==> config.mk <==
export PLATFORM = sky130hd
export DESIGN_NAME = tcq_cell
export DESIGN_NICKNAME = d
export VERILOG_FILES = /design/src/tcq_pkg.sv /design/src/tcq_cell.sv
export SDC_FILE = /design/constraint.sdc
export NUM_CORES = 1
export LEC_CHECK = 0
export ABC_AREA = 1
export BUFFER_PORTS_ARGS = -buffer_cell sky130_fd_sc_hd__buf_2
export CORE_ASPECT_RATIO = 2
export CORE_UTILIZATION = 44
export CTS_CLUSTER_DIAMETER = 50
export CTS_CLUSTER_SIZE = 24
export DETAILED_ROUTE_END_ITERATION = 10
export GPL_TIMING_DRIVEN = 0
export PLACE_DENSITY = 0.73
export SYNTH_ARGS = -nofsm -noshare
export SYNTH_HDL_FRONTEND = slang
export SYNTH_SLANG_ARGS = --single-unit
==> constraint.sdc <==
create_clock -name aclk -period 9.85 [get_ports aclk]
set_input_delay 1.4775 -clock aclk [delete_from_list [all_inputs] [get_ports aclk]]
set_output_delay 1.4775 -clock aclk [all_outputs]
set_load 0.005 [all_outputs]
==> src/tcq_pkg.sv <==
package tcq_pkg;

    // Color mode codes
    localparam logic [2:0] MODE_TRUE    = 3'd0;
    localparam logic [2:0] MODE_IDX16   = 3'd1;
    localparam logic [2:0] MODE_IDX256  = 3'd2;
    localparam logic [2:0] MODE_RGB512  = 3'd3;
    localparam logic [2:0] MODE_RGB1024 = 3'd4;

    // Candidate chain: 16 base colors, one cube entry, 24 grays
    localparam int NUM_BASE  = 16;
    localparam int NUM_GRAY  = 24;
    localparam int NUM_CELLS = NUM_BASE + 1 + NUM_GRAY;
    localparam int CUBE_CELL = NUM_BASE;

    localparam int DIST_W = 18;  // 3 * 255^2 fits in 18 bits

    typedef struct packed {
        logic [7:0] b;
        logic [7:0] g;
        logic [7:0] r;
    } rgb_t;

    // Word handed from cell to cell
    typedef struct packed {
        logic [2:0]        mode;
        rgb_t              pix;
        logic [DIST_W-1:0] best_d;
        logic [7:0]        best_i;
        rgb_t              best_rgb;
    } tcq_word_t;

    // Final result word
    typedef struct packed {
        logic       is_indexed;
        logic [7:0] pidx;
        rgb_t       rgb;
    } tcq_result_t;

    function automatic rgb_t base_rgb(input logic [3:0] idx);
        rgb_t c;
        case (idx)
            4'd0:    c = '{r: 8'd0,   g: 8'd0,   b: 8'd0};
            4'd1:    c = '{r: 8'd128, g: 8'd0,   b: 8'd0};
            4'd2:    c = '{r: 8'd0,   g: 8'd128, b: 8'd0};
            4'd3:    c = '{r: 8'd128, g: 8'd128, b: 8'd0};
            4'd4:    c = '{r: 8'd0,   g: 8'd0,   b: 8'd128};
            4'd5:    c = '{r: 8'd128, g: 8'd0,   b: 8'd128};
            4'd6:    c = '{r: 8'd0,   g: 8'd128, b: 8'd128};
            4'd7:    c = '{r: 8'd192, g: 8'd192, b: 8'd192};
            4'd8:    c = '{r: 8'd128, g: 8'd128, b: 8'd128};
            4'd9:    c = '{r: 8'd255, g: 8'd0,   b: 8'd0};
            4'd10:   c = '{r: 8'd0,   g: 8'd255, b: 8'd0};
            4'd11:   c = '{r: 8'd255, g: 8'd255, b: 8'd0};
            4'd12:   c = '{r: 8'd0,   g: 8'd0,   b: 8'd255};
            4'd13:   c = '{r: 8'd255, g: 8'd0,   b: 8'd255};
            4'd14:   c = '{r: 8'd0,   g: 8'd255, b: 8'd255};
            default: c = '{r: 8'd255, g: 8'd255, b: 8'd255};
        endcase
        return c;
    endfunction

    // Nearest cube level; a tie goes to the lower level
    function automatic logic [2:0] cube_level(input logic [7:0] v);
        logic [2:0] l;
        if (v <= 8'd47)       l = 3'd0;
        else if (v <= 8'd115) l = 3'd1;
        else if (v <= 8'd155) l = 3'd2;
        else if (v <= 8'd195) l = 3'd3;
        else if (v <= 8'd235) l = 3'd4;
        else                  l = 3'd5;
        return l;
    endfunction

    function automatic logic [7:0] cube_value(input logic [2:0] l);
        logic [7:0] v;
        case (l)
            3'd0:    v = 8'd0;
            3'd1:    v = 8'd95;
            3'd2:    v = 8'd135;
            3'd3:    v = 8'd175;
            3'd4:    v = 8'd215;
            default: v = 8'd255;
        endcase
        return v;
    endfunction

    function automatic logic [7:0] cube_code(input logic [2:0] r, input logic [2:0] g,
                                             input logic [2:0] b);
        return 8'd16 + 8'd36 * {5'd0, r} + 8'd6 * {5'd0, g} + {5'd0, b};
    endfunction

    // Round to 8 levels and rebuild; x / 255 as (x + (x >> 8) + 1) >> 8
    function automatic logic [7:0] quant8(input logic [7:0] v);
        logic [12:0] x;
        logic [12:0] q;
        logic [7:0]  o;
        x = 13'd7 * {5'd0, v} + 13'd127;
        q = (x + (x >> 8) + 13'd1) >> 8;
        case (q[2:0])
            3'd0:    o = 8'd0;
            3'd1:    o = 8'd36;
            3'd2:    o = 8'd73;
            3'd3:    o = 8'd109;
            3'd4:    o = 8'd146;
            3'd5:    o = 8'd182;
            3'd6:    o = 8'd219;
            default: o = 8'd255;
        endcase
        return o;
    endfunction

    // Round to 16 levels and rebuild; level * 17 is the nibble repeated
    function automatic logic [7:0] quant16(input logic [7:0] v);
        logic [12:0] x;
        logic [12:0] q;
        x = 13'd15 * {5'd0, v} + 13'd127;
        q = (x + (x >> 8) + 13'd1) >> 8;
        return {q[3:0], q[3:0]};
    endfunction

endpackage

==> src/tcq_cell.sv <==
module tcq_cell import tcq_pkg::*; (
    input  logic       aclk,
    input  logic       aresetn,
    input  logic       s_valid,
    output logic       s_ready,
    input  tcq_word_t  s_word,
    input  rgb_t       cand_rgb,
    input  logic [7:0] cand_idx,
    input  logic       cand_wide,   // candidate only counts in 256-color mode
    output logic       m_valid,
    input  logic       m_ready,
    output tcq_word_t  m_word
);

    logic              valid_reg, valid_next;
    tcq_word_t         word_reg, word_next;
    logic [7:0]        dr, dg, db;
    logic [15:0]       sr, sg, sb;
    logic [DIST_W-1:0] sq_dist;
    logic              use_cand;
    logic              load;

    // Squared distance to this cell's candidate
    always_comb begin
        dr = (s_word.pix.r > cand_rgb.r) ? s_word.pix.r - cand_rgb.r
                                         : cand_rgb.r - s_word.pix.r;
        dg = (s_word.pix.g > cand_rgb.g) ? s_word.pix.g - cand_rgb.g
                                         : cand_rgb.g - s_word.pix.g;
        db = (s_word.pix.b > cand_rgb.b) ? s_word.pix.b - cand_rgb.b
                                         : cand_rgb.b - s_word.pix.b;
        sr = dr * dr;
        sg = dg * dg;
        sb = db * db;
        sq_dist = DIST_W'(sr) + DIST_W'(sg) + DIST_W'(sb);
    end

    // Candidates arrive in rising index order, so a strict compare keeps the lower index
    always_comb begin
        use_cand = (s_word.mode == MODE_IDX256) ||
                   ((s_word.mode == MODE_IDX16) && !cand_wide);
        word_next = s_word;
        if (use_cand && (sq_dist < s_word.best_d)) begin
            word_next.best_d   = sq_dist;
            word_next.best_i   = cand_idx;
            word_next.best_rgb = cand_rgb;
        end
    end

    // Advance when this slot is empty or its word moves on
    assign s_ready    = !valid_reg || m_ready;
    assign load       = s_valid && s_ready;
    assign valid_next = s_ready ? s_valid : valid_reg;

    always_ff @(posedge aclk) begin
        if (!aresetn) begin
            valid_reg <= 1'b0;
        end else begin
            valid_reg <= valid_next;
        end
    end

    always_ff @(posedge aclk) begin
        if (load) begin
            word_reg <= word_next;
        end
    end

    assign m_valid = valid_reg;
    assign m_word  = word_reg;

endmodule

==> impl_metrics.tcl <==
set metrics [dict create \
    drv_cap 0 \
    place_area_um2 13000 \
    period_share 0.964 \
    fillers 2464 \
    place_hpwl_um 24800 \
    worst_pin_slew_ns 0.637 \
    vias_per_cell 4.84 \
    fin_area_um2 13700 \
    grt_pass1_wl_um 46000 \
    wl_per_cell_um 14.3 \
    root_buffer "clkbuf_16" \
    ys.warnings.count 0 \
    max_freq_ghz 0.105 \
    drt_iter0_markers 373 \
    grt_overflow 0 \
    nets 2062 \
    synth.most_common_cell "nand2_1" \
    final_core_util 0.532 \
    via_count 9739 \
    ant_nets 0 \
    grt_pass1_vias 10114 \
    hp-class "flip-flop to flip-flop" \
    synthTopCellsByCount "390 x nand2_1, 343 x inv_1, 141 x ha_1" \
    num_rows 83 \
    drc 0 \
    synth_cell_types 37 \
    dieArea_um2 27000 \
    cts_buffer_depth 2 \
    tns_ns 0 \
    die-height_um 231 \
    cts_inserted_buffers 9 \
    setup_viol 0 \
    slowest_delay_ns 0.57 \
    htree_levels 3 \
    critPathMaxFanout 10 \
    finalHoldViolCount 0 \
    status "finished clean" \
    track_usage 0.223 \
    synthTopCellsByArea "fa_1 24%, edfxtp_1 20%, ha_1 15%" \
    drive_gt1_frac 0.212 \
    synth_top_area_share 0.241 \
    fin_worst_skew_ns 0.00827 \
    min_period_ns 9.49 \
    synth_edf_count 77 \
    die_w_um 117 \
    synth_top_area_cell "fa_1" \
    path_common_cell "nand2_1" \
    synth_area_per_cell_um2 8.03 \
    cts.sinks 78 \
    startpoint_type "input pin" \
    grt_max_degree 32 \
    antenna_found_initial 0 \
    critPathSlowestCell "fa_1" \
    netlist_area_um2 11600 \
    start_util 0.449 \
    synthesis.nets 1834 \
    endpoint_kind "flip-flop" \
    worst_slew_margin_rel 0.575 \
    synthCells 1440 \
    clkTransAtPathRegs_ns 0.06 \
    syn_to_final_growth_pct 18.6 \
    worst_ep_required_time_ns 9.95 \
    final_max_slew_viol_count 0 \
    firstDrtPassIters 5 \
    synth-seq-area-share 0.202 \
    path_class "input pin to flip-flop" \
    synth-async-reset-ratio 0 \
    io_pins 193 \
    routed_wl_um 28800 \
    ys.flop_type "edfxtp_1" \
    holdWs_ns 0.564 \
    crit_arrival_ns 9.60 \
    synth_seq_cells 78 \
    cts_tree "done" \
    gp_congestion 0.901 \
    port-buffer-count 192 \
    core_um2 25800 \
    num_antenna_cells 0 \
    clk_latency_ns 0.35 \
]
routing by layer:
metal  track usage  vias up  wire length, um
li1              -     4775                -
met1         0.198     4661             9260
met2         0.452      223            16800
met3        0.0204       80              917
met4         0.142        0             1870
met5             0        -                0
flip-flops by register name, indices dropped and copies added, names as in the netlist:
| register | cells |
|---|---|
| m_word | 77 |
| m_valid | 1 |
through the flow:
step,instances,worst slack (ns)
global placement,1972,-0.595
finish,2013,0.356
detailed placement,1974,-0.701
CTS,1992,0.00557
global route,2013,-0.0611
floorplan,1440,0.808
path summary, 6_finish.rpt:
kind,start,to,slack (ns),cells after the start
worst max-delay path,s_word[66],m_word[8]$_DFFE_PP_,0.36,43
worst min-delay path,m_valid$_SDFFE_PN0N_,m_valid$_SDFFE_PN0N_,0.56,2
worst max register to register,m_valid$_SDFFE_PN0N_,m_word[62]$_DFFE_PP_,8.35,2
worst min register to register,m_valid$_SDFFE_PN0N_,m_valid$_SDFFE_PN0N_,0.56,2
cells in the final DEF, fill, tap and decap left out, drive strengths merged:
master	count
nand2	421
inv	357
buf	233
ha	141
fa	139
nor2	116
edfxtp	77
nand3	44
a21oi	42
o21ai	21
xor2	18
nand4	12
clkbuf	10
o21a	8
o21bai	6
xnor2	6
nor3	4
clkinv	4
a21o	3
or2	3
o211ai	2
bufinv	2
and2	1
a21boi	1
clkinvlp	1
dfxtp	1
what timing repair did:
item                                    CTS  global route
gates cloned                              0             1
gates resized for setup                   7            65
hold buffers                              0             0
setup buffers                             2            20
pin swaps                                 1            26
endpoints found under the setup margin   50            50
final cells by class:
| class | count | area [um^2] | area share |
|---|---|---|---|
| multi-input combinational | 988 | 7970 | 0.581 |
| buffer | 18 | 149 | 0.0109 |
| clock buffer | 9 | 225 | 0.0164 |
| clock inverter | 7 | 88.8 | 0.00648 |
| sequential | 78 | 2330 | 0.170 |
| timing repair buffer | 216 | 1180 | 0.0862 |
| inverter | 357 | 1340 | 0.0979 |
| tap | 340 | 425 | 0.0310 |
kinds of logic (layout without fill, tap and decap cells):
| group | after synthesis | in the layout | synth area share |
|---|---|---|---|
| compound gates | 83 | 83 | 0.0428 |
| xor+xnor | 24 | 24 | 0.0182 |
| fa+ha+maj | 280 | 280 | 0.393 |
| buf+inv | 375 | 607 | 0.125 |
| flops | 78 | 78 | 0.202 |
| simple gates | 600 | 601 | 0.219 |
critical path: cells and delay by family:
kind,cells,cell delay [ns]
compound gates,3,0.62
fa+ha+maj,11,4.60
buf+inv,11,1.24
simple gates,18,1.62
Power is left out: the tool's default activity adds up to more than one toggle a clock period on the data nets, which glitch-free logic cannot reach.
