$ cat src/tcq_pkg.sv
package tcq_pkg;

    // Color mode codes
    localparam logic [2:0] MODE_TRUE    = 3'd0;
    localparam logic [2:0] MODE_IDX16   = 3'd1;
    localparam logic [2:0] MODE_IDX256  = 3'd2;
    localparam logic [2:0] MODE_RGB512  = 3'd3;
    localparam logic [2:0] MODE_RGB1024 = 3'd4;

    // Candidate chain: 16 base colors, one cube entry, 24 grays
    localparam int NUM_BASE  = 16;
    localparam int NUM_GRAY  = 24;
    localparam int NUM_CELLS = NUM_BASE + 1 + NUM_GRAY;
    localparam int CUBE_CELL = NUM_BASE;

    localparam int DIST_W = 18;  // 3 * 255^2 fits in 18 bits

    typedef struct packed {
        logic [7:0] b;
        logic [7:0] g;
        logic [7:0] r;
    } rgb_t;

    // Word handed from cell to cell
    typedef struct packed {
        logic [2:0]        mode;
        rgb_t              pix;
        logic [DIST_W-1:0] best_d;
        logic [7:0]        best_i;
        rgb_t              best_rgb;
    } tcq_word_t;

    // Final result word
    typedef struct packed {
        logic       is_indexed;
        logic [7:0] pidx;
        rgb_t       rgb;
    } tcq_result_t;

    function automatic rgb_t base_rgb(input logic [3:0] idx);
        rgb_t c;
        case (idx)
            4'd0:    c = '{r: 8'd0,   g: 8'd0,   b: 8'd0};
            4'd1:    c = '{r: 8'd128, g: 8'd0,   b: 8'd0};
            4'd2:    c = '{r: 8'd0,   g: 8'd128, b: 8'd0};
            4'd3:    c = '{r: 8'd128, g: 8'd128, b: 8'd0};
            4'd4:    c = '{r: 8'd0,   g: 8'd0,   b: 8'd128};
            4'd5:    c = '{r: 8'd128, g: 8'd0,   b: 8'd128};
            4'd6:    c = '{r: 8'd0,   g: 8'd128, b: 8'd128};
            4'd7:    c = '{r: 8'd192, g: 8'd192, b: 8'd192};
            4'd8:    c = '{r: 8'd128, g: 8'd128, b: 8'd128};
            4'd9:    c = '{r: 8'd255, g: 8'd0,   b: 8'd0};
            4'd10:   c = '{r: 8'd0,   g: 8'd255, b: 8'd0};
            4'd11:   c = '{r: 8'd255, g: 8'd255, b: 8'd0};
            4'd12:   c = '{r: 8'd0,   g: 8'd0,   b: 8'd255};
            4'd13:   c = '{r: 8'd255, g: 8'd0,   b: 8'd255};
            4'd14:   c = '{r: 8'd0,   g: 8'd255, b: 8'd255};
            default: c = '{r: 8'd255, g: 8'd255, b: 8'd255};
        endcase
        return c;
    endfunction

    // Nearest cube level; a tie goes to the lower level
    function automatic logic [2:0] cube_level(input logic [7:0] v);
        logic [2:0] l;
        if (v <= 8'd47)       l = 3'd0;
        else if (v <= 8'd115) l = 3'd1;
        else if (v <= 8'd155) l = 3'd2;
        else if (v <= 8'd195) l = 3'd3;
        else if (v <= 8'd235) l = 3'd4;
        else                  l = 3'd5;
        return l;
    endfunction

    function automatic logic [7:0] cube_value(input logic [2:0] l);
        logic [7:0] v;
        case (l)
            3'd0:    v = 8'd0;
            3'd1:    v = 8'd95;
            3'd2:    v = 8'd135;
            3'd3:    v = 8'd175;
            3'd4:    v = 8'd215;
            default: v = 8'd255;
        endcase
        return v;
    endfunction

    function automatic logic [7:0] cube_code(input logic [2:0] r, input logic [2:0] g,
                                             input logic [2:0] b);
        return 8'd16 + 8'd36 * {5'd0, r} + 8'd6 * {5'd0, g} + {5'd0, b};
    endfunction

    // Round to 8 levels and rebuild; x / 255 as (x + (x >> 8) + 1) >> 8
    function automatic logic [7:0] quant8(input logic [7:0] v);
        logic [12:0] x;
        logic [12:0] q;
        logic [7:0]  o;
        x = 13'd7 * {5'd0, v} + 13'd127;
        q = (x + (x >> 8) + 13'd1) >> 8;
        case (q[2:0])
            3'd0:    o = 8'd0;
            3'd1:    o = 8'd36;
            3'd2:    o = 8'd73;
            3'd3:    o = 8'd109;
            3'd4:    o = 8'd146;
            3'd5:    o = 8'd182;
            3'd6:    o = 8'd219;
            default: o = 8'd255;
        endcase
        return o;
    endfunction

    // Round to 16 levels and rebuild; level * 17 is the nibble repeated
    function automatic logic [7:0] quant16(input logic [7:0] v);
        logic [12:0] x;
        logic [12:0] q;
        x = 13'd15 * {5'd0, v} + 13'd127;
        q = (x + (x >> 8) + 13'd1) >> 8;
        return {q[3:0], q[3:0]};
    endfunction

endpackage

$ cat src/tcq_out.sv
module tcq_out import tcq_pkg::*; (
    input  logic        aclk,
    input  logic        aresetn,
    input  logic        s_valid,
    output logic        s_ready,
    input  tcq_word_t   s_word,
    output logic        m_valid,
    input  logic        m_ready,
    output tcq_result_t m_result
);

    logic        valid_reg, valid_next;
    tcq_result_t res_reg, res_next;
    logic        load;

    // Pick the result by mode: palette winner, quantized channels or the pixel itself
    always_comb begin
        res_next.is_indexed = 1'b0;
        res_next.pidx       = 8'd0;
        res_next.rgb        = s_word.pix;
        case (s_word.mode)
            MODE_IDX16, MODE_IDX256: begin
                res_next.is_indexed = 1'b1;
                res_next.pidx       = s_word.best_i;
                res_next.rgb        = s_word.best_rgb;
            end
            MODE_RGB512: begin
                res_next.rgb.r = quant8(s_word.pix.r);
                res_next.rgb.g = quant8(s_word.pix.g);
                res_next.rgb.b = quant8(s_word.pix.b);
            end
            MODE_RGB1024: begin
                res_next.rgb.r = quant8(s_word.pix.r);
                res_next.rgb.g = quant16(s_word.pix.g);
                res_next.rgb.b = quant8(s_word.pix.b);
            end
            default: begin
                res_next.rgb = s_word.pix;
            end
        endcase
    end

    // Hold the result until taken; take a new word when empty or draining
    assign s_ready    = !valid_reg || m_ready;
    assign load       = s_valid && s_ready;
    assign valid_next = s_ready ? s_valid : valid_reg;

    always_ff @(posedge aclk) begin
        if (!aresetn) begin
            valid_reg <= 1'b0;
        end else begin
            valid_reg <= valid_next;
        end
    end

    always_ff @(posedge aclk) begin
        if (load) begin
            res_reg <= res_next;
        end
    end

    assign m_valid  = valid_reg;
    assign m_result = res_reg;

endmodule

$ cat config.mk
export PLATFORM = sky130hd
export DESIGN_NAME = tcq_out
export DESIGN_NICKNAME = d
export VERILOG_FILES = /design/src/tcq_pkg.sv /design/src/tcq_out.sv
export SDC_FILE = /design/constraint.sdc
export NUM_CORES = 1
export LEC_CHECK = 0
export ABC_AREA = 0
export BUFFER_PORTS_ARGS = -buffer_cell sky130_fd_sc_hd__buf_2
export CAP_MARGIN = 20
export CORE_MARGIN = 4
export CORE_UTILIZATION = 35
export CTS_CLUSTER_DIAMETER = 40
export DETAILED_ROUTE_END_ITERATION = 6
export GPL_TIMING_DRIVEN = 0
export PLACE_DENSITY_LB_ADDON = 0.2
export SLEW_MARGIN = 10
export SYNTH_ARGS = -nofsm -noshare
export SYNTH_HDL_FRONTEND = slang
export SYNTH_SLANG_ARGS = --single-unit
$ cat constraint.sdc
create_clock -name aclk -period 10.5 [get_ports aclk]
set_input_delay 2.1 -clock aclk [delete_from_list [all_inputs] [get_ports aclk]]
set_output_delay 2.1 -clock aclk [all_outputs]
set_load 0.01 [all_outputs]
==> results by group <==
Route
  – DRT Pass-1 Iters: 5
  – Routed len/inst: 16.3 µm
  – Final WL: 13900 µm
  – Routed vias: 4606
  – Number of DRC markers in iteration 0: 291
  – Final ANT Viol Nets: 0
  – Drc violations: 0
  – Vias per inst: 5.42

Critical path
  – Crit Path Max Fanout: 6
  – R2R Setup Slk: 9.06 ns
  – Max incr delay on CP: 0.51 ns
  – CP most frequent cell: ha_1
  – Crit path buffers/inverters: 3
  – Crit path from: s_word[61]
  – CP max-delay cell: fa_1
  – Crit-path cells: buf_2 > inv_1 > ha_1 > fa_1 > inv_1 > fa_1 > ha_1 > a2111oi_1 > o31ai_2 > a21oi_1 > o21ai_0 > maj3_1 > a21o_1 > ha_1 > o21ai_0 > a21oi_1 > nor2_1 > a211oi_4 > and4_4 > xnor2_2 > nor2_1 > or4_1
  – Setup crit end kind: register
  – RR Startpoint: m_valid
  – Worst EP required: 10.52 ns
  – Worst endpoint data arrival time: 7.44 ns
  – Worst path depth: 22
  – Setup Crit Path Kind: in -> reg
  – CP startpoint kind: input port
  – Top Family by Delay on Critical Path: adder cells
  – Worst R2R End: m_result[5]
  – R2R cell count: 2

Layout
  – Fraction of layout cells with a size suffix above 1: 19.7%
  – ANT cells: 0
  – Post-layout nets: 856
  – Fillers: 1460
  – Layout area overhead: 17.4%

Global route
  – Initial antenna violation count: 1
  – Largest net degree at the start of global routing: 34
  – Vias in the first global route: 4509
  – Grt met3 use: 2.21%
  – Gr usage total: 16.3%
  – First-pass GRT wire length: 22500 µm
  – GR Overflow Total: 0
  – Met2 usage: 28.5%
  – Busiest grt layer: met2
  – Met1 GRT Util: 21.8%

CTS
  – Post-cts repair resize count: 0
  – # clock sinks: 34
  – Hold buffers post-CTS: 0
  – CTS tree: yes
  – Clk slew on worst S/H paths: 0.05 ns
  – Htree depth: 2
  – Root buffer cell: clkbuf_16
  – Skew-Pair Late Insertion Delay: 0.28 ns
  – Post-CTS Setup Bufs: 0
  – Cts bufs inserted: 5
  – Clk buf depth: 2

Die
  – Core area: 0.0145 mm²
  – Die X: 130 µm
  – Row count: 44
  – Number of primary I/O pins: 116
  – Die area: 0.0169 mm²
  – Die height: 130 µm
  – Initial Util: 35.7%

Place
  – DP Wirelength: 11900 µm
  – Setup WS pre-CTS: 2.79 ns
  – Buffers added on ports: 96
  – RePlAce Congestion: 0.874

STA
  – Tcrit/Tclk final: 70.7%
  – Final sum of negative setup slack: 0 ns
  – Fmax: 135 MHz
  – Slew Limit Fails: 0
  – Clock skew: 0.00217 ns
  – RSZ-0062 raised after global routing: false
  – Final Hold Fails: 0
  – Fin crit period: 7.43 ns
  – Rel. slew slack: 48.5%
  – Worst slew pin tran: 0.772 ns
  – Setup WS post-layout: 3.07 ns
  – # setup viols final: 0

Yosys
  – Post-synth EDFFs: 33
  – Area contributors post-synth: ha_1, edfxtp_1, fa_1
  – #FFs+latches synth: 34
  – Mapped Nets: 753
  – Synth area leader: ha_1
  – Synth warn: 0
  – Top cells by count, synth: ha_1, inv_1, edfxtp_1
  – Library cells used by synthesis: 77
  – Share of Yosys cell area claimed by the top area cell type: 21.2%
  – Fraction of registers with async set/reset: 0%
  – Syn avg cell area: 9.24 µm²
  – Mapped Area: 0.00519 mm²
  – Primary FF master, synth: edfxtp_1
  – Post-synthesis sequential area ratio: 19.5%
  – Most numerous cell in the Yosys netlist: ha_1
  – Cells after synthesis: 562

Run
  – MaxCap Viol Count: 0

Hold path
  – Min-Delay Path Depth: 2
  – Endpoint, Worst Hold: m_valid
  – Hold path startpoint: m_valid
  – Hold WC Path Type: reg -> reg

Power
  – Comb pwr share: 63.0%
  – PD cells: 162 mW/mm²
  – Worst VDD drop: 75.9 µV
  – Net Sw Power: 0.420 mW
  – Pint: 0.567 mW
  – Total leakage power: 2.83 nW
  – Net Sw Frac: 42.6%
  – Clock power frac: 19.4%
  – Seq pwr share: 17.6%

Run status
  – Status: complete, no violations
-- per-stage QoR --
stage / total power, mW / hold WS [ns] / util (%) / area [µm²] / instances
floorplan: 0.651 / 0.610 / - / 5190 / 562
global placement: 0.777 / 0.503 / 40.6 / 5900 / 842
detailed placement: 0.794 / 0.523 / 40.6 / 5910 / 842
CTS: 0.990 / 0.534 / 42.0 / 6100 / 850
global route: 1.07 / 0.598 / 42.0 / 6100 / 850
finish: 0.988 / 0.525 / 42.0 / 6100 / 850
-- tightest hold or removal path: stages (launching register included) --
cell	delay [ns]
dfxtp_1	0.30
nand2b_1	0.09
a21boi_0	0.08
-- layout by cell type, fill, tap and decap left out, drive strengths merged, types with 6 or more instances in the layout --
master | Yosys | routed
or4 | 6 | 6
o21ai | 34 | 34
buf | 3 | 99
xnor2 | 24 | 24
ha | 88 | 88
o211ai | 7 | 7
nand3 | 9 | 9
a221o | 7 | 7
nand2 | 19 | 19
fa | 22 | 22
edfxtp | 33 | 33
clkbuf | 7 | 12
a21o | 10 | 10
a211oi | 11 | 11
xor2 | 18 | 18
and3 | 6 | 6
nor3 | 13 | 13
o21a | 11 | 11
nand4 | 6 | 6
nor2 | 30 | 30
a21oi | 23 | 23
nand2b | 7 | 7
inv | 69 | 69
a22oi | 14 | 14
and2 | 13 | 13
-- routing by layer --
metal,up-vias,part of all wire [%]
li1,2271,-
met1,2185,45
met4,2,0.98
met5,-,0.14
met3,11,6.5
met2,137,48
-- worst max path at each step --
stage                     slack [ns]            to
after floorplan                 3.39  m_result[15]
after global placement          2.83  m_result[15]
after detailed placement        2.79  m_result[15]
after CTS                       3.07  m_result[15]
after global routing            2.72  m_result[15]
final                           3.07  m_result[15]
-- cells by family (layout without fill, tap and decap cells) --
logic type               Yosys count  in the layout  share of synthesized area, %
adder cells (fa/ha/maj)          114            114                          30.5
buffers and inverters             79            183                          5.81
AO/OA/AOI/OAI                    161            161                          22.7
XOR/XNOR                          42             42                          7.52
flip-flops                        34             34                          19.5
multiplexers                       5              5                         0.964
AND/OR/NAND/NOR                  127            127                          13.1
-- final cells by class --
class                   count  area (µm²)  share of cell area, %
clock inverters             3        68.8                   1.13
inverters                  69         259                   4.25
plain buffers              10        42.5                  0.697
well taps                 184         230                   3.77
clock buffers               5         125                   2.05
flip-flops and latches     34        1010                   16.6
repair buffers             96         480                   7.88
multi-input cells         449        3880                   63.7
-- flip-flops by register name (all words and copies together), names as in the netlist --
signal    count
m_result     33
m_valid       1
-- power by group through the flow --
stage | clock [mW] | sequential, mW | combinational (mW)
floorplan | 0 | 0.184 | 0.467
global placement | 0 | 0.176 | 0.600
detailed placement | 0 | 0.177 | 0.618
CTS | 0.194 | 0.174 | 0.622
global route | 0.199 | 0.175 | 0.698
finish | 0.191 | 0.174 | 0.623
No activity file was read; power rests on OpenSTA's default activity.
